**config.mk**
```make
export PLATFORM = sky130hd
export DESIGN_NAME = fasta_record_parser
export DESIGN_NICKNAME = d
export VERILOG_FILES = /design/src/sv/frp_pkg.sv /design/src/sv/fasta_record_parser.sv /design/src/sv/frp_core.sv /design/src/sv/frp_outq.sv
export SDC_FILE = /design/constraint.sdc
export NUM_CORES = 1
export LEC_CHECK = 0
export BUFFER_PORTS_ARGS = -buffer_cell sky130_fd_sc_hd__buf_2
export CAP_MARGIN = 20
export CORE_MARGIN = 10
export CORE_UTILIZATION = 51
export CTS_BUF_LIST = sky130_fd_sc_hd__clkbuf_2
export DETAILED_ROUTE_END_ITERATION = 8
export GPL_TIMING_DRIVEN = 0
export HOLD_SLACK_MARGIN = 0.08
export PLACE_DENSITY = 0.75
export REMOVE_ABC_BUFFERS = 1
export SLEW_MARGIN = 15
export SYNTH_ARGS = -nofsm -noshare
export SYNTH_HDL_FRONTEND = slang
export SYNTH_HIERARCHICAL = 1
export SYNTH_SLANG_ARGS = --single-unit
export TNS_END_PERCENT = 1
```
**constraint.sdc**
```tcl
create_clock -name clk -period 12.31 [get_ports clk]
set_clock_uncertainty 0.05 [all_clocks]
set_input_delay 2.462 -clock clk [delete_from_list [all_inputs] [get_ports clk]]
set_output_delay 2.462 -clock clk [all_outputs]
set_load 0.05 [all_outputs]
```
**src/sv/frp_pkg.sv**
```systemverilog
`timescale 1ns / 1ps
// ----------------------------------------------------------------------------
// frp_pkg: shared types and constants of the FASTA record parser
// Holds the result record, the line phase and decode action types, the result
// kind and error codes, and the byte codes that the parser recognizes.
// ----------------------------------------------------------------------------
package frp_pkg;

  // Byte codes.
  localparam logic [7:0] CHAR_NEWLINE = 8'd10;
  localparam logic [7:0] CHAR_HEADER  = 8'h3E;  // '>'

  // Result kinds.
  localparam logic [2:0] KIND_ID_BYTE  = 3'd0;
  localparam logic [2:0] KIND_SEQ_BYTE = 3'd1;
  localparam logic [2:0] KIND_REC_END  = 3'd2;
  localparam logic [2:0] KIND_DONE     = 3'd3;
  localparam logic [2:0] KIND_ERROR    = 3'd4;

  // Error codes.
  localparam logic [1:0] ERR_EMPTY_SEQ = 2'd0;
  localparam logic [1:0] ERR_EMPTY_ID  = 2'd1;
  localparam logic [1:0] ERR_NO_HEADER = 2'd2;

  // Result queue geometry.
  localparam int unsigned QDEPTH = 4;
  localparam int unsigned QPTR_W = 2;
  localparam int unsigned QCNT_W = 3;

  // Output field widths.
  localparam int unsigned IDX_W  = 16;
  localparam int unsigned ELINE_W = 24;

  // Where the parser is within the current line.
  typedef enum logic [2:0] {
    PH_LINE_START,
    PH_HDR_SKIP,
    PH_HDR_ID,
    PH_HDR_REST,
    PH_SEQ
  } phase_t;

  // What one input item does.
  typedef enum logic [3:0] {
    ACT_NONE,
    ACT_ERR_EMPTY_ID,
    ACT_ERR_EMPTY_SEQ,
    ACT_ERR_NO_HEADER,
    ACT_EOI_CLOSE,
    ACT_EOI_DONE,
    ACT_NEWLINE,
    ACT_ID_END,
    ACT_HDR_FIRST,
    ACT_HDR_NEXT,
    ACT_HDR_LIMIT,
    ACT_ID_BYTE,
    ACT_SEQ_BYTE
  } action_t;

  typedef struct packed {
    logic [2:0]         kind;
    logic [7:0]         data;
    logic [IDX_W-1:0]   rec_idx;
    logic [1:0]         err_code;
    logic [ELINE_W-1:0] err_line;
    logic               last;
  } result_t;

  function automatic result_t make_result(input logic [2:0] kind,
                                          input logic [7:0] data,
                                          input logic [IDX_W-1:0] rec_idx,
                                          input logic [1:0] err_code,
                                          input logic [ELINE_W-1:0] err_line);
    result_t r;
    r.kind     = kind;
    r.data     = data;
    r.rec_idx  = rec_idx;
    r.err_code = err_code;
    r.err_line = err_line;
    r.last     = 1'b0;
    return r;
  endfunction

endpackage

```
**src/sv/fasta_record_parser.sv**
```systemverilog
`timescale 1ns / 1ps
// ----------------------------------------------------------------------------
// fasta_record_parser: streaming FASTA record parser
// Splits a FASTA byte stream into identifier bytes, sequence bytes, record
// ends and a final done or error result.
// ----------------------------------------------------------------------------
// The parser takes one text byte per transfer on the input channel and can
// accept a new byte in every clock cycle while the result queue has room.
// Each byte is registered, decoded combinationally against the current line
// phase and its results (none, one or two) are written into a four-entry
// result queue, so the input side keeps moving while earlier results wait on
// the output side. Throughput is one byte per cycle as long as bytes produce
// at most one result each and the result channel takes them; an item that
// produces two results (end of a record followed by done) hands both out on
// the single result port, one per transfer. A transfer with in_tuser set
// marks the end of input; its data byte is ignored. Headers are lines whose
// first non-whitespace byte is '>', and the first word after it is returned
// as the identifier. After done or an error the parser is halted: further
// input is accepted and dropped until reset. The max_records register
// (address 0) stops the parse once that many records are complete; zero
// means no limit. Write it only while the parser is idle.
// ----------------------------------------------------------------------------
module fasta_record_parser #(
  parameter int unsigned LINE_BITS  = 24,
  parameter int unsigned COUNT_BITS = 16
) (
  input  logic        clk,
  input  logic        rst_n,
  // Input channel.
  input  logic        in_tvalid,
  output logic        in_tready,
  input  logic [7:0]  in_tdata,   // [7:0] in_byte
  input  logic [0:0]  in_tuser,   // [0] end_of_input
  // Result channel.
  output logic        out_tvalid,
  input  logic        out_tready,
  output logic [55:0] out_tdata,  // [7:0] out_byte, [23:8] record_index,
                                  // [25:24] error_code, [49:26] error_line
  output logic [2:0]  out_tuser,  // [2:0] kind
  output logic        out_tlast,
  // Configuration port.
  input  logic        psel,
  input  logic        penable,
  input  logic        pwrite,
  input  logic [1:0]  paddr,
  input  logic [31:0] pwdata,
  output logic [31:0] prdata,
  output logic        pready
);

  logic             in_valid_r, in_valid_nxt;
  logic [7:0]       in_byte_r;
  logic             in_eoi_r;
  logic [15:0]      max_records_r;
  logic             fire;
  logic             room;
  logic [1:0]       push_cnt;
  frp_pkg::result_t res0, res1, out_res;

  // The single register is not address-decoded; paddr is ignored.
  assign pready = 1'b1;
  assign prdata = {16'd0, max_records_r} | {30'd0, paddr & 2'b00};

  always_ff @(posedge clk) begin
    if (!rst_n) begin
      max_records_r <= '0;
    end else if (psel && penable && pwrite) begin
      max_records_r <= pwdata[15:0];
    end
  end

  // The registered item is processed when the queue can hold both of its
  // possible results.
  assign fire      = in_valid_r && room;
  assign in_tready = !in_valid_r || fire;

  always_comb begin
    in_valid_nxt = in_valid_r;
    if (in_tvalid && in_tready) begin
      in_valid_nxt = 1'b1;
    end else if (fire) begin
      in_valid_nxt = 1'b0;
    end
  end

  always_ff @(posedge clk) begin
    if (!rst_n) begin
      in_valid_r <= 1'b0;
    end else begin
      in_valid_r <= in_valid_nxt;
    end
  end

  always_ff @(posedge clk) begin
    if (in_tvalid && in_tready) begin
      in_byte_r <= in_tdata;
      in_eoi_r  <= in_tuser[0];
    end
  end

  frp_core #(
    .LINE_BITS  (LINE_BITS),
    .COUNT_BITS (COUNT_BITS)
  ) u_core (
    .clk         (clk),
    .rst_n       (rst_n),
    .fire        (fire),
    .in_byte     (in_byte_r),
    .in_eoi      (in_eoi_r),
    .max_records (max_records_r),
    .push_cnt    (push_cnt),
    .res0        (res0),
    .res1        (res1)
  );

  frp_outq u_outq (
    .clk       (clk),
    .rst_n     (rst_n),
    .push_cnt  (fire ? push_cnt : 2'd0),
    .res0      (res0),
    .res1      (res1),
    .room      (room),
    .out_valid (out_tvalid),
    .out_ready (out_tready),
    .out_res   (out_res)
  );

  assign out_tdata = {6'd0, out_res.err_line, out_res.err_code, out_res.rec_idx,
                      out_res.data};
  assign out_tuser = out_res.kind;
  assign out_tlast = out_res.last;

endmodule

```
**src/sv/frp_core.sv**
```systemverilog
`timescale 1ns / 1ps
// ----------------------------------------------------------------------------
// frp_core: parser state and per-byte decode
// Classifies one registered input item against the line phase, updates the
// parser state and produces up to two results for the result queue.
// ----------------------------------------------------------------------------
module frp_core #(
  parameter int unsigned LINE_BITS  = 24,
  parameter int unsigned COUNT_BITS = 16
) (
  input  logic                       clk,
  input  logic                       rst_n,
  input  logic                       fire,
  input  logic [7:0]                 in_byte,
  input  logic                       in_eoi,
  input  logic [15:0]                max_records,
  output logic [1:0]                 push_cnt,
  output frp_pkg::result_t           res0,
  output frp_pkg::result_t           res1
);

  frp_pkg::phase_t       phase_r, phase_nxt;
  logic                  seen_hdr_r, seen_hdr_nxt;
  logic                  has_data_r, has_data_nxt;
  logic                  halted_r, halted_nxt;
  logic [LINE_BITS-1:0]  line_cnt_r, line_cnt_nxt;
  logic [LINE_BITS-1:0]  hdr_line_r, hdr_line_nxt;
  logic [COUNT_BITS-1:0] rec_done_r, rec_done_nxt;

  logic [COUNT_BITS-1:0] rec_inc;
  logic [LINE_BITS-1:0]  line_inc;
  logic [63:0]           rec64, inc64, line64, hdr64;
  logic [15:0]           idx_cur, idx_inc;
  logic [23:0]           eline_cur, eline_hdr;
  logic                  is_ws, limit_hit;
  frp_pkg::action_t      act;

  assign rec_inc  = (&rec_done_r) ? rec_done_r : rec_done_r + COUNT_BITS'(1);
  assign line_inc = (&line_cnt_r) ? line_cnt_r : line_cnt_r + LINE_BITS'(1);

  // Output fields clamp at their own widths.
  assign rec64     = 64'(rec_done_r);
  assign inc64     = 64'(rec_inc);
  assign line64    = 64'(line_cnt_r);
  assign hdr64     = 64'(hdr_line_r);
  assign idx_cur   = (|rec64[63:16]) ? 16'hFFFF : rec64[15:0];
  assign idx_inc   = (|inc64[63:16]) ? 16'hFFFF : inc64[15:0];
  assign eline_cur = (|line64[63:24]) ? 24'hFFFFFF : line64[23:0];
  assign eline_hdr = (|hdr64[63:24]) ? 24'hFFFFFF : hdr64[23:0];

  assign limit_hit = (max_records != 16'd0) && (inc64 >= 64'(max_records));

  always_comb begin
    is_ws = (in_byte == 8'd32) || ((in_byte >= 8'd9) && (in_byte <= 8'd13));
  end

  // Decode of one item into a single action.
  always_comb begin
    act = frp_pkg::ACT_NONE;
    if (halted_r) begin
      act = frp_pkg::ACT_NONE;
    end else if (in_eoi) begin
      if (phase_r == frp_pkg::PH_HDR_SKIP) begin
        act = frp_pkg::ACT_ERR_EMPTY_ID;
      end else if (seen_hdr_r && !has_data_r) begin
        act = frp_pkg::ACT_ERR_EMPTY_SEQ;
      end else if (seen_hdr_r) begin
        act = frp_pkg::ACT_EOI_CLOSE;
      end else begin
        act = frp_pkg::ACT_EOI_DONE;
      end
    end else if (in_byte == frp_pkg::CHAR_NEWLINE) begin
      if (phase_r == frp_pkg::PH_HDR_SKIP) begin
        act = frp_pkg::ACT_ERR_EMPTY_ID;
      end else begin
        act = frp_pkg::ACT_NEWLINE;
      end
    end else if (is_ws) begin
      if (phase_r == frp_pkg::PH_HDR_ID) begin
        act = frp_pkg::ACT_ID_END;
      end
    end else begin
      case (phase_r)
        frp_pkg::PH_LINE_START: begin
          if (in_byte == frp_pkg::CHAR_HEADER) begin
            if (!seen_hdr_r) begin
              act = frp_pkg::ACT_HDR_FIRST;
            end else if (!has_data_r) begin
              act = frp_pkg::ACT_ERR_EMPTY_SEQ;
            end else if (limit_hit) begin
              act = frp_pkg::ACT_HDR_LIMIT;
            end else begin
              act = frp_pkg::ACT_HDR_NEXT;
            end
          end else if (!seen_hdr_r) begin
            act = frp_pkg::ACT_ERR_NO_HEADER;
          end else begin
            act = frp_pkg::ACT_SEQ_BYTE;
          end
        end
        frp_pkg::PH_HDR_SKIP, frp_pkg::PH_HDR_ID: act = frp_pkg::ACT_ID_BYTE;
        frp_pkg::PH_SEQ:                          act = frp_pkg::ACT_SEQ_BYTE;
        default:                                  act = frp_pkg::ACT_NONE;
      endcase
    end
  end

  // Next state.
  always_comb begin
    phase_nxt    = phase_r;
    seen_hdr_nxt = seen_hdr_r;
    has_data_nxt = has_data_r;
    halted_nxt   = halted_r;
    line_cnt_nxt = line_cnt_r;
    hdr_line_nxt = hdr_line_r;
    rec_done_nxt = rec_done_r;
    if (fire) begin
      case (act)
        frp_pkg::ACT_ERR_EMPTY_ID, frp_pkg::ACT_ERR_EMPTY_SEQ,
        frp_pkg::ACT_ERR_NO_HEADER, frp_pkg::ACT_EOI_DONE: begin
          halted_nxt = 1'b1;
        end
        frp_pkg::ACT_EOI_CLOSE: begin
          rec_done_nxt = rec_inc;
          halted_nxt   = 1'b1;
        end
        frp_pkg::ACT_NEWLINE: begin
          line_cnt_nxt = line_inc;
          phase_nxt    = frp_pkg::PH_LINE_START;
        end
        frp_pkg::ACT_ID_END: phase_nxt = frp_pkg::PH_HDR_REST;
        frp_pkg::ACT_HDR_FIRST: begin
          seen_hdr_nxt = 1'b1;
          hdr_line_nxt = line_cnt_r;
          phase_nxt    = frp_pkg::PH_HDR_SKIP;
        end
        frp_pkg::ACT_HDR_NEXT: begin
          rec_done_nxt = rec_inc;
          has_data_nxt = 1'b0;
          hdr_line_nxt = line_cnt_r;
          phase_nxt    = frp_pkg::PH_HDR_SKIP;
        end
        frp_pkg::ACT_HDR_LIMIT: begin
          rec_done_nxt = rec_inc;
          has_data_nxt = 1'b0;
          halted_nxt   = 1'b1;
        end
        frp_pkg::ACT_ID_BYTE: phase_nxt = frp_pkg::PH_HDR_ID;
        frp_pkg::ACT_SEQ_BYTE: begin
          has_data_nxt = 1'b1;
          phase_nxt    = frp_pkg::PH_SEQ;
        end
        default: begin
        end
      endcase
    end
  end

  // Results of the current item.
  always_comb begin
    push_cnt = 2'd0;
    res0 = frp_pkg::make_result(frp_pkg::KIND_DONE, 8'd0, idx_cur, 2'd0, 24'd0);
    res1 = frp_pkg::make_result(frp_pkg::KIND_DONE, 8'd0, idx_inc, 2'd0, 24'd0);
    case (act)
      frp_pkg::ACT_ERR_EMPTY_ID: begin
        push_cnt = 2'd1;
        res0 = frp_pkg::make_result(frp_pkg::KIND_ERROR, 8'd0, idx_cur,
                                    frp_pkg::ERR_EMPTY_ID, eline_cur);
      end
      frp_pkg::ACT_ERR_EMPTY_SEQ: begin
        push_cnt = 2'd1;
        res0 = frp_pkg::make_result(frp_pkg::KIND_ERROR, 8'd0, idx_cur,
                                    frp_pkg::ERR_EMPTY_SEQ, eline_hdr);
      end
      frp_pkg::ACT_ERR_NO_HEADER: begin
        push_cnt = 2'd1;
        res0 = frp_pkg::make_result(frp_pkg::KIND_ERROR, 8'd0, idx_cur,
                                    frp_pkg::ERR_NO_HEADER, eline_cur);
      end
      frp_pkg::ACT_EOI_CLOSE, frp_pkg::ACT_HDR_LIMIT: begin
        push_cnt = 2'd2;
        res0 = frp_pkg::make_result(frp_pkg::KIND_REC_END, 8'd0, idx_cur, 2'd0, 24'd0);
      end
      frp_pkg::ACT_EOI_DONE: push_cnt = 2'd1;
      frp_pkg::ACT_HDR_NEXT: begin
        push_cnt = 2'd1;
        res0 = frp_pkg::make_result(frp_pkg::KIND_REC_END, 8'd0, idx_cur, 2'd0, 24'd0);
      end
      frp_pkg::ACT_ID_BYTE: begin
        push_cnt = 2'd1;
        res0 = frp_pkg::make_result(frp_pkg::KIND_ID_BYTE, in_byte, idx_cur, 2'd0, 24'd0);
      end
      frp_pkg::ACT_SEQ_BYTE: begin
        push_cnt = 2'd1;
        res0 = frp_pkg::make_result(frp_pkg::KIND_SEQ_BYTE, in_byte, idx_cur, 2'd0, 24'd0);
      end
      default: push_cnt = 2'd0;
    endcase
    res0.last = (push_cnt == 2'd1);
    res1.last = 1'b1;
  end

  always_ff @(posedge clk) begin
    if (!rst_n) begin
      phase_r    <= frp_pkg::PH_LINE_START;
      seen_hdr_r <= 1'b0;
      has_data_r <= 1'b0;
      halted_r   <= 1'b0;
      line_cnt_r <= LINE_BITS'(1);
      hdr_line_r <= '0;
      rec_done_r <= '0;
    end else begin
      phase_r    <= phase_nxt;
      seen_hdr_r <= seen_hdr_nxt;
      has_data_r <= has_data_nxt;
      halted_r   <= halted_nxt;
      line_cnt_r <= line_cnt_nxt;
      hdr_line_r <= hdr_line_nxt;
      rec_done_r <= rec_done_nxt;
    end
  end

endmodule

```
**src/sv/frp_outq.sv**
```systemverilog
`timescale 1ns / 1ps
// ----------------------------------------------------------------------------
// frp_outq: result queue
// A four-entry queue that takes up to two results per cycle from the parser
// core and hands them out one per transfer on the result channel.
// ----------------------------------------------------------------------------
module frp_outq (
  input  logic             clk,
  input  logic             rst_n,
  input  logic [1:0]       push_cnt,
  input  frp_pkg::result_t res0,
  input  frp_pkg::result_t res1,
  output logic             room,
  output logic             out_valid,
  input  logic             out_ready,
  output frp_pkg::result_t out_res
);

  frp_pkg::result_t                 mem_r [frp_pkg::QDEPTH];
  logic [frp_pkg::QPTR_W-1:0]       head_r, head_nxt;
  logic [frp_pkg::QPTR_W-1:0]       tail_r, tail_nxt;
  logic [frp_pkg::QPTR_W-1:0]       tail_p1;
  logic [frp_pkg::QCNT_W-1:0]       count_r, count_nxt;
  logic                             pop;

  assign out_valid = (count_r != '0);
  assign out_res   = mem_r[head_r];
  assign pop       = out_valid && out_ready;
  // Room for the worst case of two results from one item.
  assign room      = (count_r <= frp_pkg::QCNT_W'(frp_pkg::QDEPTH - 2));
  assign tail_p1   = tail_r + frp_pkg::QPTR_W'(1);

  always_comb begin
    head_nxt  = pop ? head_r + frp_pkg::QPTR_W'(1) : head_r;
    tail_nxt  = tail_r + frp_pkg::QPTR_W'(push_cnt);
    count_nxt = count_r + frp_pkg::QCNT_W'(push_cnt) - frp_pkg::QCNT_W'(pop);
  end

  always_ff @(posedge clk) begin
    if (push_cnt != 2'd0) begin
      mem_r[tail_r] <= res0;
    end
    if (push_cnt == 2'd2) begin
      mem_r[tail_p1] <= res1;
    end
  end

  always_ff @(posedge clk) begin
    if (!rst_n) begin
      head_r  <= '0;
      tail_r  <= '0;
      count_r <= '0;
    end else begin
      head_r  <= head_nxt;
      tail_r  <= tail_nxt;
      count_r <= count_nxt;
    end
  end

endmodule
```
==> reports/metrics.yaml <==
routed_via_density: 5.69
cts.repair_timing.setup_buffer_count: 0
critical_path.endpoint_type: "flip-flop"
synth_enable_flop_cells: 225
detail_route.first_pass.iterations: 6
htree_num_levels: 3
powerDensity_nw_per_um2: 146
drt_iter0_drc: 970
critPathMaxFanout: 23
min-delay-path-class: "reg -> reg"
status: "completed"
post_synth_and_or_nand_nor_area_fraction_pct: 10.1
dp.final_hpwl_um: 27300
share_of_the_core_filled_with_cells_in_the_final_layout_pct: 56.2
synth-seq-area-share_pct: 49.1
cpLargestDelayFamily: "simple AND/OR/NAND/NOR gates"
hold_path_cell_cnt: 2
cts_hold_buf: 0
crit_chain: "and4_1, and4_1, and3_1, nand3_1, mux2_2, ha_1, nor2b_1, o211a_1, o311ai_0, nand4_1, a21oi_1, buf_4, nand2_1, o21ai_0, a21oi_1, and3_1, and4bb_4, buf_12, o21bai_4, buf_12"
routability_driven_placement_congestion_ratio: 0.831
ir_drop_v: 0.0000816
final-hold-violation-count: 0
route.final.wire_length_um: 40200
cts_tree: "done"
slew_headroom_pct: 29.1
synth_top_family_by_area: "multiplexers"
insertion_delay_ps: 900
detail_route.drc_violations: 0
final_antenna_net_count: 0
pin_count_of_the_biggest_net_entering_global_routing: 75
synth-seq-cells: 321
final_cells: 2010
numCtsBuffers: 78
final_count_of_pins_violating_max_slew: 0
clock_tree_sinks: 321
post_cts_resized: 0
crit_arrival_ps: 7870
die_width_um: 206
synth_async_reset_ratio_pct: 0
worst-setup-path-type: "reg -> reg"
yosys.area_share.xor_xnor_pct: 0.799
reg2reg_to: "u_outq/mem_r[2][43]$_DFFE_PP_"
die_y_um: 206
cellLeakagePower_nw: 7.32
remaining_global_route_overflow: 0
ioPinCount: 145
ff2ff_setup_slack_ps: 4920
ys.flop_type: "edfxtp_1"
synth_top_cell_area_share_pct: 38.2
crit_path_start: "u_core/idx_cur[5]$_SDFFE_PN0P_"
rsz_0062_raised_after_global_routing: "no"
leading_area_contributor_after_synthesis: "edfxtp_1"
syn-mean-instance-area_um2: 13.0
antenna_violations_before_repair: 3
crit_end: "u_outq/mem_r[2][43]$_DFFE_PP_"
final_period_minus_worst_setup_slack_ps: 7390
final_common_cell: "edfxtp_1"
final_layout_size_suffix_gt1_share_pct: 35.4
critical_path.n_buffers_inverters: 3
max_clock_freq_mhz: 135
regToRegStartpoint: "u_core/idx_cur[5]$_SDFFE_PN0P_"
synth-compound-area-share_pct: 6.97
cts-root-buf: "clkbuf_2"
syn-instance-count: 1357
design.final.nets: 1560
vias: 11429
place.port_buffers: 103
multiplexer_share_of_the_synthesized_area_pct: 24.9
critical_path_required_ps: 12800
initial_core_util_pct: 51.5
timing_worst_slew_pin_value_ps: 1060
syn_to_final_growth_pct: 9.19
crit_path_start_kind: "flip-flop"
synthDistinctLibCells: 83
ff2ff_path_depth: 20
detailed_route_wire_length_per_cell_um: 20.0
fillers: 2867
synth_fa_ha_area_share_pct: 1.67
worst_path_largest_cell_delay_ps: 690
global_router_s_overall_resource_usage_pct: 18.7
cpMaxStageDelayCell: "and4bb_4"
grt_first_pass_wirelength_um: 63100
drv.max_cap_violation_count: 0
leading_cell_types_in_the_layout_fill_and_taps_excluded: "edfxtp_1 (225), nand2_1 (142), clkbuf_2 (123)"
number_of_endpoints_failing_setup_at_the_final_stage: 0
yosys_warnings: 6
fp.dieArea_um2: 42500
core_region_area_um2: 34400
clk_transition_reported_paths_ps: 100
core.rowCount: 68
syn-cell-area_um2: 17700
ys_top_cells_by_area: "edfxtp_1 (38%), dfxtp_1 (11%), mux2_4 (8.4%)"
timing.final.crit_share_pct: 60.0
first_global_vias: 11573
placedCellCount: 1860
worst-path-stages: 20
cts-root-to-sink-buffers: 3
-- registers in the layout, indices dropped and copies added, names as in the netlist, named ones only --
register and flops:
u_outq/count_r 3, u_core/has_data_r 1, u_core/eline_cur 24, u_core/halted_r 1, u_outq/head_r 2, u_core/eline_hdr 24
u_core/seen_hdr_r 1, u_core/phase_r 3, in_byte_r 8, in_valid_r 1, max_records_r 16, u_outq/mem_r 216
in_eoi_r 1, u_outq/tail_r 2, u_core/idx_cur 16
-- worst reg2reg max path, stage by stage, from the launching register on --
cell and delay (ps):
dfxtp_1 540, and4_1 330, and4_1 310, and3_1 280, nand3_1 520, mux2_2 550
ha_1 300, nor2b_1 140, o211a_1 200, o311ai_0 600, nand4_1 270, a21oi_1 370
buf_4 250, nand2_1 110, o21ai_0 120, a21oi_1 130, and3_1 320, and4bb_4 690
buf_12 300, o21bai_4 360, buf_12 280
-- worst min-delay path by stage --
stage,slack (ps),startpoint,endpoint
3_3_place_gp,390,u_core/eline_hdr[6]$_SDFFE_PN0P_,u_core/eline_hdr[6]$_SDFFE_PN0P_
5_1_grt,420,u_core/eline_hdr[4]$_SDFFE_PN0P_,u_core/eline_hdr[4]$_SDFFE_PN0P_
4_1_cts,410,u_core/eline_hdr[9]$_SDFFE_PN0P_,u_core/eline_hdr[9]$_SDFFE_PN0P_
2_1_floorplan,380,u_core/eline_hdr[10]$_SDFFE_PN0P_,u_core/eline_hdr[10]$_SDFFE_PN0P_
6_report,410,u_core/eline_hdr[12]$_SDFFE_PN0P_,u_core/eline_hdr[12]$_SDFFE_PN0P_
3_5_place_dp,400,u_core/eline_hdr[17]$_SDFFE_PN0P_,u_core/eline_hdr[17]$_SDFFE_PN0P_
-- metal layers --
metal,part of all wire (%),up-vias,track usage (%)
met5,0,-,0
met4,1.7,0,5.89
met3,6.9,56,3.97
met2,50,360,32.0
met1,41,5690,23.4
li1,-,5323,-
-- cell usage after synthesis (22+ instances only) --
library cell	count
ha_1	22
dfxtp_1	96
a22o_1	24
edfxtp_1	225
buf_4	81
mux2_4	99
nand2_1	142
mux4_2	54
nor2_1	32
mux2_2	105
a21oi_1	57
nand2b_1	31
mux2i_1	38
inv_1	31
-- final cells by class --
cell class | count | area [um2] | area share, %
sequential | 321 | 8690 | 45.0
multi-input combinational | 921 | 8160 | 42.2
timing repair buffer | 134 | 1030 | 5.34
clock buffer | 123 | 616 | 3.19
tap | 455 | 569 | 2.95
clock inverter | 22 | 136 | 0.706
inverter | 31 | 116 | 0.602
antenna | 3 | 7.51 | 0.0389
-- report_power, final --
| group | internal, W | total, W | switching, W |
|---|---|---|---|
| Clock | 0.000305 | 0.000723 | 0.000418 |
| Combinational | 0.000279 | 0.000821 | 0.000542 |
| Sequential | 0.00122 | 0.00128 | 0.0000538 |
-- logic make-up after synthesis --
logic type,count (synthesis)
xor gates and xnor gates,13
DFF,321
AOI/OAI and AO/OA,174
buffers and inverters,172
and+or+nand+nor,341
other,4
adders and majority gates,23
muxes,309
-- stage by stage --
step	cell area, um2	TNS [ps]	hold WS (ps)	worst slack, ps	total power (W)
6_report	19300	0	407	4920	0.00282
3_3_place_gp	18000	-262180	388	-4860	0.00211
4_1_cts	19300	0	410	4520	0.00285
3_5_place_dp	18500	0	396	4590	0.00213
2_1_floorplan	16900	0	382	2890	0.00190
5_1_grt	19300	0	422	4530	0.00296
Note: power is estimated with default switching activity, not from simulation.
